`src/hdl/ath_pkg.sv`:
```
// Shared types and constants for the atan2 Hastings approximation pipeline.
// No dependencies; every other file in hdl/ imports this package.
package ath_pkg;

    // Operand and quotient widths.
    localparam int MAG_W = 16;
    localparam int Q_W   = 16;
    localparam int PROD_W = 32;

    // Divider layout: quotient bits produced per stage, and number of stages.
    localparam int DIV_STEPS  = 4;
    localparam int DIV_STAGES = Q_W / DIV_STEPS;

    // Angle offset width; holds up to 3*pi/2 plus sign.
    localparam int BASE_W = 17;

    // Hastings coefficients in unsigned Q0.15.
    localparam logic [MAG_W-1:0] COEF1_Q15 = 16'd32616;
    localparam logic [MAG_W-1:0] COEF2_Q15 = 16'd9459;
    localparam logic [MAG_W-1:0] COEF3_Q15 = 16'd2600;

    // pi scaled by 2^29, rounded.
    localparam logic [31:0] PI_Q29 = 32'd1686629713;

    // Side information that travels alongside the ratio through the pipeline.
    typedef struct packed {
        logic              both_zero;
        logic              term_neg;
        logic [BASE_W-1:0] base;
    } t_side;

    // Q0.15 product with round to nearest.
    function automatic logic [MAG_W-1:0] mul_q15(input logic [MAG_W-1:0] a,
                                                 input logic [MAG_W-1:0] b);
        logic [PROD_W-1:0] prod;
        prod = {16'd0, a} * {16'd0, b} + 32'd16384;
        return prod[30:15];
    endfunction

endpackage

```
`src/hdl/ath_front.sv`:
```
// Input stage: magnitudes, operand swap, quadrant offset and dividend setup.
// Depends on ath_pkg.
module ath_front #(
    parameter int ANGLE_FRAC_BITS = 13
) (
    input  logic                       i_clk,
    input  logic                       i_rst_n,
    input  logic                       i_valid,
    output logic                       o_ready,
    input  logic signed [15:0]         i_y_in,
    input  logic signed [15:0]         i_x_in,
    output logic                       o_valid,
    input  logic                       i_ready,
    output logic [ath_pkg::MAG_W-1:0]  o_rem,
    output logic [ath_pkg::MAG_W-1:0]  o_low,
    output logic [ath_pkg::MAG_W-1:0]  o_den,
    output ath_pkg::t_side             o_side
);
    import ath_pkg::*;

    localparam logic [31:0] PI_Q_W =
        (PI_Q29 + (32'd1 << (28 - ANGLE_FRAC_BITS))) >> (29 - ANGLE_FRAC_BITS);
    localparam logic [31:0] HALF_Q_W =
        (PI_Q29 + (32'd1 << (29 - ANGLE_FRAC_BITS))) >> (30 - ANGLE_FRAC_BITS);
    localparam logic [BASE_W-1:0] PI_Q   = PI_Q_W[BASE_W-1:0];
    localparam logic [BASE_W-1:0] HALF_Q = HALF_Q_W[BASE_W-1:0];

    logic              x_neg, y_neg, swap, neg;
    logic [MAG_W-1:0]  ax, ay, num, den;
    logic [30:0]       dividend;
    logic [BASE_W-1:0] quad_off, swap_off;
    t_side             side;

    logic              r_valid;
    logic [MAG_W-1:0]  r_rem, r_low, r_den;
    t_side             r_side;

    assign x_neg = i_x_in[15];
    assign y_neg = i_y_in[15];

    always_comb begin
        ax   = x_neg ? (~i_x_in + 16'd1) : i_x_in;
        ay   = y_neg ? (~i_y_in + 16'd1) : i_y_in;
        swap = ax < ay;
        num  = swap ? ax : ay;
        den  = swap ? ay : ax;
        neg  = x_neg ^ y_neg;
        // Rounded ratio: (num * 2^15 + den / 2) / den.
        dividend = {num, 15'd0} + {16'd0, den[MAG_W-1:1]};
        if (x_neg) begin
            quad_off = y_neg ? (~PI_Q + 17'd1) : PI_Q;
        end else begin
            quad_off = '0;
        end
        if (swap) begin
            swap_off = neg ? (~HALF_Q + 17'd1) : HALF_Q;
        end else begin
            swap_off = '0;
        end
        side.both_zero = (ax == '0) && (ay == '0);
        side.term_neg  = neg ^ swap;
        side.base      = quad_off + swap_off;
    end

    assign o_ready = !r_valid || i_ready;

    always_ff @(posedge i_clk) begin
        if (!i_rst_n) begin
            r_valid <= 1'b0;
        end else if (o_ready) begin
            r_valid <= i_valid;
        end
    end

    always_ff @(posedge i_clk) begin
        if (o_ready) begin
            r_rem  <= {1'b0, dividend[30:16]};
            r_low  <= dividend[15:0];
            r_den  <= den;
            r_side <= side;
        end
    end

    assign o_valid = r_valid;
    assign o_rem   = r_rem;
    assign o_low   = r_low;
    assign o_den   = r_den;
    assign o_side  = r_side;

endmodule

```
`src/hdl/ath_div.sv`:
```
// Pipelined restoring divider producing the Q0.15 ratio, several quotient
// bits per stage. Depends on ath_pkg.
module ath_div (
    input  logic                      i_clk,
    input  logic                      i_rst_n,
    input  logic                      i_valid,
    output logic                      o_ready,
    input  logic [ath_pkg::MAG_W-1:0] i_rem,
    input  logic [ath_pkg::MAG_W-1:0] i_low,
    input  logic [ath_pkg::MAG_W-1:0] i_den,
    input  ath_pkg::t_side            i_side,
    output logic                      o_valid,
    input  logic                      i_ready,
    output logic [ath_pkg::Q_W-1:0]   o_quot,
    output ath_pkg::t_side            o_side
);
    import ath_pkg::*;

    logic             en      [DIV_STAGES+1];
    logic             r_valid [DIV_STAGES];
    logic [MAG_W-1:0] r_rem   [DIV_STAGES];
    logic [MAG_W-1:0] r_low   [DIV_STAGES];
    logic [MAG_W-1:0] r_den   [DIV_STAGES];
    logic [Q_W-1:0]   r_quot  [DIV_STAGES];
    t_side            r_side  [DIV_STAGES];

    assign en[DIV_STAGES] = i_ready;
    assign o_ready        = en[0];

    for (genvar s = 0; s < DIV_STAGES; s++) begin : g_stage
        logic             v_in;
        logic [MAG_W-1:0] rem_in, low_in, den_in;
        logic [Q_W-1:0]   quot_in;
        t_side            side_in;
        logic [MAG_W:0]   trial;
        logic [MAG_W-1:0] n_rem, n_low;
        logic [Q_W-1:0]   n_quot;

        if (s == 0) begin : g_first
            assign v_in    = i_valid;
            assign rem_in  = i_rem;
            assign low_in  = i_low;
            assign den_in  = i_den;
            assign quot_in = '0;
            assign side_in = i_side;
        end else begin : g_next
            assign v_in    = r_valid[s-1];
            assign rem_in  = r_rem[s-1];
            assign low_in  = r_low[s-1];
            assign den_in  = r_den[s-1];
            assign quot_in = r_quot[s-1];
            assign side_in = r_side[s-1];
        end

        assign en[s] = !r_valid[s] || en[s+1];

        // The partial remainder stays below the divisor, so each trial fits
        // one bit more than the operands.
        always_comb begin
            n_rem  = rem_in;
            n_low  = low_in;
            n_quot = quot_in;
            trial  = '0;
            for (int k = 0; k < DIV_STEPS; k++) begin
                trial = {n_rem, n_low[MAG_W-1]};
                n_low = {n_low[MAG_W-2:0], 1'b0};
                if (trial >= {1'b0, den_in}) begin
                    n_rem  = MAG_W'(trial - {1'b0, den_in});
                    n_quot = {n_quot[Q_W-2:0], 1'b1};
                end else begin
                    n_rem  = trial[MAG_W-1:0];
                    n_quot = {n_quot[Q_W-2:0], 1'b0};
                end
            end
        end

        always_ff @(posedge i_clk) begin
            if (!i_rst_n) begin
                r_valid[s] <= 1'b0;
            end else if (en[s]) begin
                r_valid[s] <= v_in;
            end
        end

        always_ff @(posedge i_clk) begin
            if (en[s]) begin
                r_rem[s]  <= n_rem;
                r_low[s]  <= n_low;
                r_den[s]  <= den_in;
                r_quot[s] <= n_quot;
                r_side[s] <= side_in;
            end
        end
    end

    assign o_valid = r_valid[DIV_STAGES-1];
    assign o_quot  = r_quot[DIV_STAGES-1];
    assign o_side  = r_side[DIV_STAGES-1];

endmodule

```
`src/hdl/ath_poly.sv`:
```
// Odd powers of the ratio and the three coefficient products, one
// multiplication level per register stage. Depends on ath_pkg.
module ath_poly (
    input  logic                       i_clk,
    input  logic                       i_rst_n,
    input  logic                       i_valid,
    output logic                       o_ready,
    input  logic [ath_pkg::Q_W-1:0]    i_ratio,
    input  ath_pkg::t_side             i_side,
    output logic                       o_valid,
    input  logic                       i_ready,
    output logic [ath_pkg::PROD_W-1:0] o_term1,
    output logic [ath_pkg::PROD_W-1:0] o_term3,
    output logic [ath_pkg::PROD_W-1:0] o_term5,
    output ath_pkg::t_side             o_side
);
    import ath_pkg::*;

    logic en1, en2, en3, en4;

    // Stage 1: r^2 and c1*r.
    logic              r_v1;
    logic [Q_W-1:0]    r_m1, r_m2_1;
    logic [PROD_W-1:0] r_t1_1;
    t_side             r_side1;
    // Stage 2: r^3.
    logic              r_v2;
    logic [Q_W-1:0]    r_m2_2, r_m3_2;
    logic [PROD_W-1:0] r_t1_2;
    t_side             r_side2;
    // Stage 3: r^5 and c2*r^3.
    logic              r_v3;
    logic [Q_W-1:0]    r_m5_3;
    logic [PROD_W-1:0] r_t1_3, r_t3_3;
    t_side             r_side3;
    // Stage 4: c3*r^5.
    logic              r_v4;
    logic [PROD_W-1:0] r_t1_4, r_t3_4, r_t5_4;
    t_side             r_side4;

    assign en4     = !r_v4 || i_ready;
    assign en3     = !r_v3 || en4;
    assign en2     = !r_v2 || en3;
    assign en1     = !r_v1 || en2;
    assign o_ready = en1;

    always_ff @(posedge i_clk) begin
        if (!i_rst_n) begin
            r_v1 <= 1'b0;
            r_v2 <= 1'b0;
            r_v3 <= 1'b0;
            r_v4 <= 1'b0;
        end else begin
            if (en1) begin
                r_v1 <= i_valid;
            end
            if (en2) begin
                r_v2 <= r_v1;
            end
            if (en3) begin
                r_v3 <= r_v2;
            end
            if (en4) begin
                r_v4 <= r_v3;
            end
        end
    end

    always_ff @(posedge i_clk) begin
        if (en1) begin
            r_m1    <= i_ratio;
            r_m2_1  <= mul_q15(i_ratio, i_ratio);
            r_t1_1  <= {16'd0, COEF1_Q15} * {16'd0, i_ratio};
            r_side1 <= i_side;
        end
        if (en2) begin
            r_m2_2  <= r_m2_1;
            r_m3_2  <= mul_q15(r_m2_1, r_m1);
            r_t1_2  <= r_t1_1;
            r_side2 <= r_side1;
        end
        if (en3) begin
            r_m5_3  <= mul_q15(r_m3_2, r_m2_2);
            r_t3_3  <= {16'd0, COEF2_Q15} * {16'd0, r_m3_2};
            r_t1_3  <= r_t1_2;
            r_side3 <= r_side2;
        end
        if (en4) begin
            r_t5_4  <= {16'd0, COEF3_Q15} * {16'd0, r_m5_3};
            r_t3_4  <= r_t3_3;
            r_t1_4  <= r_t1_3;
            r_side4 <= r_side3;
        end
    end

    assign o_valid = r_v4;
    assign o_term1 = r_t1_4;
    assign o_term3 = r_t3_4;
    assign o_term5 = r_t5_4;
    assign o_side  = r_side4;

endmodule

```
`src/hdl/ath_back.sv`:
```
// Polynomial sum and rounding, then quadrant offset, saturation and the
// output register. Depends on ath_pkg.
module ath_back #(
    parameter int ANGLE_FRAC_BITS = 13
) (
    input  logic                       i_clk,
    input  logic                       i_rst_n,
    input  logic                       i_valid,
    output logic                       o_ready,
    input  logic [ath_pkg::PROD_W-1:0] i_term1,
    input  logic [ath_pkg::PROD_W-1:0] i_term3,
    input  logic [ath_pkg::PROD_W-1:0] i_term5,
    input  ath_pkg::t_side             i_side,
    output logic                       o_valid,
    input  logic                       i_ready,
    output logic signed [15:0]         o_angle,
    output logic                       o_both_zero
);
    import ath_pkg::*;

    localparam int          SHIFT = 30 - ANGLE_FRAC_BITS;
    localparam logic [31:0] RND   = 32'd1 << (SHIFT - 1);
    localparam int          RES_W = BASE_W + 1;

    logic                     en1, en2;
    logic [PROD_W-1:0]        acc, rounded;
    logic signed [RES_W-1:0]  term, res;
    logic signed [15:0]       sat;

    logic                     r_v1;
    logic [BASE_W-1:0]        r_mag;
    t_side                    r_side1;
    logic                     r_v2;
    logic signed [15:0]       r_angle;
    logic                     r_both_zero;

    assign en2     = !r_v2 || i_ready;
    assign en1     = !r_v1 || en2;
    assign o_ready = en1;

    // The sum is never negative and stays below 2^31.
    assign acc     = i_term1 + i_term5 - i_term3;
    assign rounded = (acc + RND) >> SHIFT;

    always_comb begin
        term = $signed({1'b0, r_mag});
        if (r_side1.term_neg) begin
            term = -term;
        end
        res = $signed({r_side1.base[BASE_W-1], r_side1.base}) + term;
        if (res > $signed(RES_W'(32767))) begin
            sat = 16'sh7fff;
        end else if (res < -$signed(RES_W'(32768))) begin
            sat = 16'sh8000;
        end else begin
            sat = res[15:0];
        end
        if (r_side1.both_zero) begin
            sat = '0;
        end
    end

    always_ff @(posedge i_clk) begin
        if (!i_rst_n) begin
            r_v1 <= 1'b0;
            r_v2 <= 1'b0;
        end else begin
            if (en1) begin
                r_v1 <= i_valid;
            end
            if (en2) begin
                r_v2 <= r_v1;
            end
        end
    end

    always_ff @(posedge i_clk) begin
        if (en1) begin
            r_mag   <= rounded[BASE_W-1:0];
            r_side1 <= i_side;
        end
        if (en2) begin
            r_angle     <= sat;
            r_both_zero <= r_side1.both_zero;
        end
    end

    assign o_valid     = r_v2;
    assign o_angle     = r_angle;
    assign o_both_zero = r_both_zero;

endmodule

```
`src/hdl/atan2_hastings_approx.sv`:
```
// Four-quadrant atan2 using the Hastings odd polynomial, fully pipelined.
// Instantiates ath_front, ath_div, ath_poly and ath_back; depends on ath_pkg.
//
// The block takes a request of a signed 16-bit pair (i_y_in, i_x_in) on a
// valid/ready channel and returns the angle atan2(y, x) in radians as a
// signed fixed-point value with ANGLE_FRAC_BITS fraction bits (Q3.13 by
// default), plus o_both_zero, which is set when both inputs are zero and the
// angle is then forced to zero. Results leave on a second valid/ready channel
// in the order the requests arrived.
//
// An accepted request passes through 11 register stages: one input stage, four
// divider stages (four quotient bits each), four multiplier stages and two
// output stages. Throughput is one request per cycle while the receiver keeps
// i_ready high.
//
// Every stage carries its own valid bit and advances when it is empty or when
// the stage after it advances. When the receiver holds i_ready low, the
// finished result waits in the output register while empty stages upstream
// keep filling, so o_ready stays high until the whole pipeline is full.
// Reset is synchronous and active low; it clears all valid bits, so the block
// comes out of reset empty and ready.
module atan2_hastings_approx #(
    parameter int ANGLE_FRAC_BITS = 13
) (
    input  logic               i_clk,
    input  logic               i_rst_n,
    input  logic               i_valid,
    output logic               o_ready,
    input  logic signed [15:0] i_y_in,
    input  logic signed [15:0] i_x_in,
    output logic               o_valid,
    input  logic               i_ready,
    output logic signed [15:0] o_angle,
    output logic               o_both_zero
);
    import ath_pkg::*;

    // Front end to divider.
    logic             fd_valid, fd_ready;
    logic [MAG_W-1:0] fd_rem, fd_low, fd_den;
    t_side            fd_side;

    // Divider to polynomial stages.
    logic             dp_valid, dp_ready;
    logic [Q_W-1:0]   dp_ratio;
    t_side            dp_side;

    // Polynomial stages to back end.
    logic              pb_valid, pb_ready;
    logic [PROD_W-1:0] pb_term1, pb_term3, pb_term5;
    t_side             pb_side;

    ath_front #(
        .ANGLE_FRAC_BITS(ANGLE_FRAC_BITS)
    ) u_front (
        .i_clk   (i_clk),
        .i_rst_n (i_rst_n),
        .i_valid (i_valid),
        .o_ready (o_ready),
        .i_y_in  (i_y_in),
        .i_x_in  (i_x_in),
        .o_valid (fd_valid),
        .i_ready (fd_ready),
        .o_rem   (fd_rem),
        .o_low   (fd_low),
        .o_den   (fd_den),
        .o_side  (fd_side)
    );

    // The ratio is rounded to nearest and never exceeds 1.0 in Q0.15 unless both inputs are zero.
    ath_div u_div (
        .i_clk   (i_clk),
        .i_rst_n (i_rst_n),
        .i_valid (fd_valid),
        .o_ready (fd_ready),
        .i_rem   (fd_rem),
        .i_low   (fd_low),
        .i_den   (fd_den),
        .i_side  (fd_side),
        .o_valid (dp_valid),
        .i_ready (dp_ready),
        .o_quot  (dp_ratio),
        .o_side  (dp_side)
    );

    ath_poly u_poly (
        .i_clk   (i_clk),
        .i_rst_n (i_rst_n),
        .i_valid (dp_valid),
        .o_ready (dp_ready),
        .i_ratio (dp_ratio),
        .i_side  (dp_side),
        .o_valid (pb_valid),
        .i_ready (pb_ready),
        .o_term1 (pb_term1),
        .o_term3 (pb_term3),
        .o_term5 (pb_term5),
        .o_side  (pb_side)
    );

    ath_back #(
        .ANGLE_FRAC_BITS(ANGLE_FRAC_BITS)
    ) u_back (
        .i_clk       (i_clk),
        .i_rst_n     (i_rst_n),
        .i_valid     (pb_valid),
        .o_ready     (pb_ready),
        .i_term1     (pb_term1),
        .i_term3     (pb_term3),
        .i_term5     (pb_term5),
        .i_side      (pb_side),
        .o_valid     (o_valid),
        .i_ready     (i_ready),
        .o_angle     (o_angle),
        .o_both_zero (o_both_zero)
    );

endmodule
```
`config.mk`:
```
export PLATFORM = sky130hd
export DESIGN_NAME = atan2_hastings_approx
export DESIGN_NICKNAME = d
export VERILOG_FILES = /design/src/hdl/ath_pkg.sv /design/src/hdl/ath_front.sv /design/src/hdl/ath_div.sv /design/src/hdl/ath_poly.sv /design/src/hdl/ath_back.sv /design/src/hdl/atan2_hastings_approx.sv
export SDC_FILE = /design/constraint.sdc
export NUM_CORES = 2
export LEC_CHECK = 0
export BUFFER_PORTS_ARGS = -buffer_cell sky130_fd_sc_hd__buf_2
export CAP_MARGIN = 20
export CORE_UTILIZATION = 45
export DETAILED_ROUTE_END_ITERATION = 10
export HOLD_SLACK_MARGIN = 0.12
export SLEW_MARGIN = 20
export SYNTH_ARGS = -nofsm -noshare
export SYNTH_HDL_FRONTEND = slang
export SYNTH_SLANG_ARGS = --single-unit
```
`constraint.sdc`:
```
create_clock -name i_clk -period 16.8 [get_ports i_clk]
set_input_delay 1.68 -clock i_clk [delete_from_list [all_inputs] [get_ports i_clk]]
set_output_delay 1.68 -clock i_clk [all_outputs]
set_load 0.02 [all_outputs]
```
======== After elaboration in Yosys (flattened, before gate mapping) ========
Memory sizes are Yosys's and may differ from the RTL's. A register that Yosys moved wholly into a read port is not among the register bits.
Index checks and enable logic that the tools add are counted.
storage, ports and cells
  bits in registers ....................... 458
  memories kept ........................... 6
  memory bits (writable) .................. 320
  input port bits ......................... 36
  word-level logic and storage cells ...... 198
  output and inout port bits .............. 19
  memory bits (read-only) ................. 0
  latch bits .............................. 0
cells by class
  divide/modulo/power cells ............... 0
  multiply operators ...................... 6
  add/subtract/negate cells ............... 28
  shift operators ......................... 0
  magnitude comparators ................... 19
  equality and inequality tests ........... 0
  reduce and logical (&&, ||, !) cells .... 26
  bitwise gates (word level) .............. 8
  mux-type cells .......................... 64
memories
  memory         words  bits a word  rd ports  clocked after Yosys merged registers in  wr ports  line           RTL
  u_div.r_side   4      19           4         1                                        4         ath_div.sv:25  t_side r_side [DIV_STAGES];
  u_div.r_den    4      16           3         0                                        4         ath_div.sv:23  logic [MAG_W-1:0] r_den [DIV_STAGES];
  u_div.r_quot   4      16           4         0                                        4         ath_div.sv:24  logic [Q_W-1:0] r_quot [DIV_STAGES];
  u_div.r_rem    4      16           3         0                                        4         ath_div.sv:21  logic [MAG_W-1:0] r_rem [DIV_STAGES];
  u_div.r_low    4      12           3         0                                        4         ath_div.sv:22  logic [MAG_W-1:0] r_low [DIV_STAGES];
  u_div.r_valid  4      1            4         0                                        4         ath_div.sv:20  logic r_valid [DIV_STAGES];
operators with widths
  operator                  count
  $mux W16                  21
  $sub A16 B16 Y16          16
  $ge A17 B16 Y1            15
  $add A31 B15 Y31 const B  3
  $mul A16 B16 Y31          3
  $mux W17                  4
  $mux W1                   37
  $add A16 B1 Y16 const B   2
  $add A31 B28 Y32          1
  $add A32 B17 Y32 const B  1
  $logic_not A16 Y1         2
  $not A16 Y16              2
  $sub A32 B30 Y32          1
  $add A31 B15 Y31          1
  $mul A14 B16 Y30 const A  1
  $mul A12 B16 Y28 const A  1
  $mul A9 B16 Y25 const A   1
  $add A17 B18 Y18          1
  $gt A18 B16 Y1 const B    1
  $lt A18 B16 Y1 const B    1
  $mux W18                  1
  $neg A15 Y18              1
  $add A17 B17 Y17          1
  $ge A16 B16 Y1            1
  8 further kinds           32

======== Logic depth before layout (Yosys ltp) ========
  depth in word-level cells ............... 15
  depth in mapped cells ................... 51
  mapped depth without buffers ............ 45

======== Cells and area by module ========
A second synthesis with hierarchy kept.
unflattened totals
  cells, all modules ...................... 7114
  area total of the unflattened synthesis .. 74108.6 sq um
by module, submodules not included
  module     instances  area each (sq um)  cells an instance
  ath_poly   1          43917.1            4021
  ath_div    1          21136.5            2188
  ath_back   1          5510.3             566
  ath_front  1          3544.6             339

======== Worst setup path before layout ========
OpenSTA, ideal clock, no wires.
  kind .................................... register -> register
  from .................................... memory u_div.r_den[0][1]
  to ...................................... memory u_div.r_rem[1][7] (data pin)
  data arrival time ....................... 10772 ps
  setup time .............................. 260 ps
  stages on the path, launching flop included .. 50
  path slack .............................. 5768 ps
  required time ........................... 16540 ps
  period minus slack after synthesis ...... 11032 ps
  cells stage by stage .................... edfxtp_1 > inv_1 > ha_1 > nor2b_1 > o31a_2 > o31ai_2 > a21o_1 > a21o_1 > clkbuf_1 > clkbuf_1 > nor2_1 > a21oi_1 > inv_1 > ha_1 > nor2b_1 > o31a_1 > o211ai_1 > and3b_1 > [... 14 more ...] > o221ai_1 > or3b_1 > o211ai_4 > clkbuf_1 > nand2_1 > o21ai_0 > ha_1 > a21o_1 > a21o_1 > a21o_1 > nand3_1 > a21oi_1 > o31ai_1 > a21oi_1 > o21a_1 > a2111oi_4 > buf_6 > mux2_2
RTL lines
  item                line
  start: declaration  ath_div.sv:23
  end: declaration    ath_div.sv:21

==> impl_metrics.yaml <==
status:
  outcome: "finished clean"
timing:
  timing.final.hold_violations: 0
  worstMarginPinSlew_ps: 1010
  final.setup_skew_ps: 34.3
  timing_max_transition_violations_final: 0
  final_period_minus_worst_setup_slack_ps: 12230
  worst_rel_slew_slack: 0.328
  rsz0062_at_grt: "false"
  max_freq_mhz: 81.8
  layout_worst_path_cycle_share: 0.728
  setup_tns_ps: 0
  setup_viol: 0
run:
  max_cap_viol_count: 0
yosys:
  cell_count_after_synthesis: 6782
  ys_seq_area_frac: 0.263
  async_reset_ff_frac: 0
  syn-cell-area_um2: 70000
  yosys.area.top_type: "edfxtp_1"
  netlist.area_leader.share: 0.261
  synthesis.yosys.warnings: 0
  yosys_register_bits: 616
  post_synth_net_total: 8533
  synth_cell_types: 95
  synth_top_cells_by_area: "edfxtp_1 (26%), fa_1 (22%), ha_1 (17%), inv_1 (6.8%), nand2_1 (3.2%)"
  synth_flop_cell: "edfxtp_1"
  synth_edf_count: 608
  syn_avg_cell_area_um2: 10.3
cts:
  clk_transition_reported_paths_ps: 60
  cts_tree: "built"
  cts-hold-fix-buffers: 0
  post-cts-setup-buffer-count: 0
  insertion_delay_ps: 680
  numCtsBuffers: 72
  cts_root_buffer: "clkbuf_16"
  cts_sinks: 616
  cts_buffer_depth: 3
  cts_resized: 0
  cts-htree-levels: 3
floorplan:
  floorplan.io_pins: 55
  total_die_area_um2: 157000
  die_h_um: 396
  core_um2: 154000
  die-width_um: 396
  rows: 144
  initial_core_util: 0.454
routing:
  drt_iter0_markers: 2514
  drtPass1Iterations: 6
  routed-via-count: 47000
  wl_per_cell_um: 17.6
  drt_drc_violations_left: 0
  routed_wirelength_mm: 157
  routed_via_density: 5.26
  antenna_left: 0
worst_setup_path:
  worst_setup_path_end_kind: "flip-flop"
  critical-path-max-stage-delay_ps: 600
  cpMaxStageDelayCell: "a21o_1"
  cp-start-kind: "flip-flop"
  worst-path-stages: 42
  worst_r2r_path_depth: 42
  critPathArrivalTime_ps: 12640
  critical_path_required_ps: 17210
  crit_path_max_fanout: 25
  setup.worst_path.class: "flip-flop to flip-flop"
  cp_top_family: "compound AO/OA/AOI/OAI gates"
  path_common_cell: "a21o_1"
  path_buf_inv: 5
cells_and_area:
  seq_area_um2: 18400
  layout-area-overhead-vs-synth_pct: 7.46
  final_layout_size_suffix_gt1_frac: 0.0581
  insertedDiodeCount: 0
  fill_cells: 14300
  most-common-layout-cells: "inv_1 (1255), ha_1 (933), fa_1 (782)"
  layout.cells.most_common: "inv_1"
  final_net_count: 8592
  multiInputGateArea_um2: 46400
global_routing:
  grt_antenna_before_repair: 1
  grt_max_degree: 78
  first_global_vias: 48800
  gr-usage-all-layers: 0.204
  grt_overflow_total: 0
  grt_pass1_wl_mm: 257
placed_design:
  placement.io_buffers: 54
  detailedPlacementHpwl_mm: 125
  globalplace.congestion: 0.884
worst_hold_path:
  hold_path_depth: 0
  min_path_type: "flip-flop to flip-flop"
## flip-flops by register name, summed over array words and instances, names as in the netlist, 28 cells and up
| name | cells |
|---|---|
| u_poly.r_t1_3 | 28 |
| u_poly.r_t3_3 | 30 |
| u_div.r_rem | 48 |
| u_poly.o_term1 | 28 |
| u_poly.r_t1_2 | 28 |
| u_div.r_quot | 40 |
| u_div.r_den | 48 |
| u_poly.o_term3 | 30 |
| u_div.r_side | 52 |
## cells in the mapped netlist (all sizes together), types with 13 or more instances
master     n
inv     1262
ha       933
fa       782
edfxtp   608
nand2    593
and2     267
a21oi    255
nor2     253
xnor2    227
o21ai    203
a21o     135
mux2     129
xor2     115
clkbuf   110
nor3      84
nand3     75
nor2b     65
o21a      65
mux2i     54
nand4     47
o31ai     42
and3      38
nand2b    34
o21bai    32
or3       31
a211oi    30
a21boi    26
nor4      23
o211ai    21
or2       21
a31oi     19
buf       16
o41ai     15
a31o      14
nand3b    13
## per-stage QoR
step | cell area, um^2 | util | cells | hold WS [ps] | setup slack (ps)
final | 75200 | 0.488 | 8941 | 384 | 4570
after global routing | 75200 | 0.488 | 8941 | 394 | 3620
after CTS | 75200 | 0.487 | 8939 | 384 | 4650
after detailed placement | 72800 | 0.472 | 8809 | 405 | 4730
after global placement | 72800 | 0.472 | 8809 | 400 | 4770
after floorplan | 70000 | - | 6782 | 400 | 5770
## final timing paths
check / start / to / slack [ps]
min: u_poly.r_t1_2[18] / u_poly.r_t1_3[18] / 380
max reg2reg: u_div.r_den[0][1] / u_div.r_rem[1][4] / 4570
min reg2reg: u_poly.r_t1_2[18] / u_poly.r_t1_3[18] / 380
max: u_div.r_den[0][1] / u_div.r_rem[1][4] / 4570
## cell type report
class                   count  share of cell area
inverters                1263              0.0630
well taps                2044              0.0340
clock inverters            41             0.00712
multi-input cells        4777               0.617
clock buffers              89              0.0248
flip-flops and latches    616               0.245
repair buffers            111             0.00960
## cell families (layout without fill, tap and decap cells)
group	after synthesis	count (layout)	synth area share
xor gates and xnor gates	342	342	0.0428
and+or+nand+nor	1587	1587	0.111
DFF	616	616	0.263
adders and majority gates	1715	1715	0.390
buffers and inverters	1389	1504	0.0750
muxes	183	183	0.0285
AOI/OAI and AO/OA	950	950	0.0896
## routing by layer
layer,vias to the layer above,global-route usage,share of wire
li1,22700,-,-
met3,191,0.0237,0.038
met2,804,0.349,0.48
met4,0,0.0465,0.021
met5,-,0,0
met1,23300,0.276,0.46
Power is not shown: default switching activity piles up to over one toggle a cycle in this logic, so the estimate is an artifact.
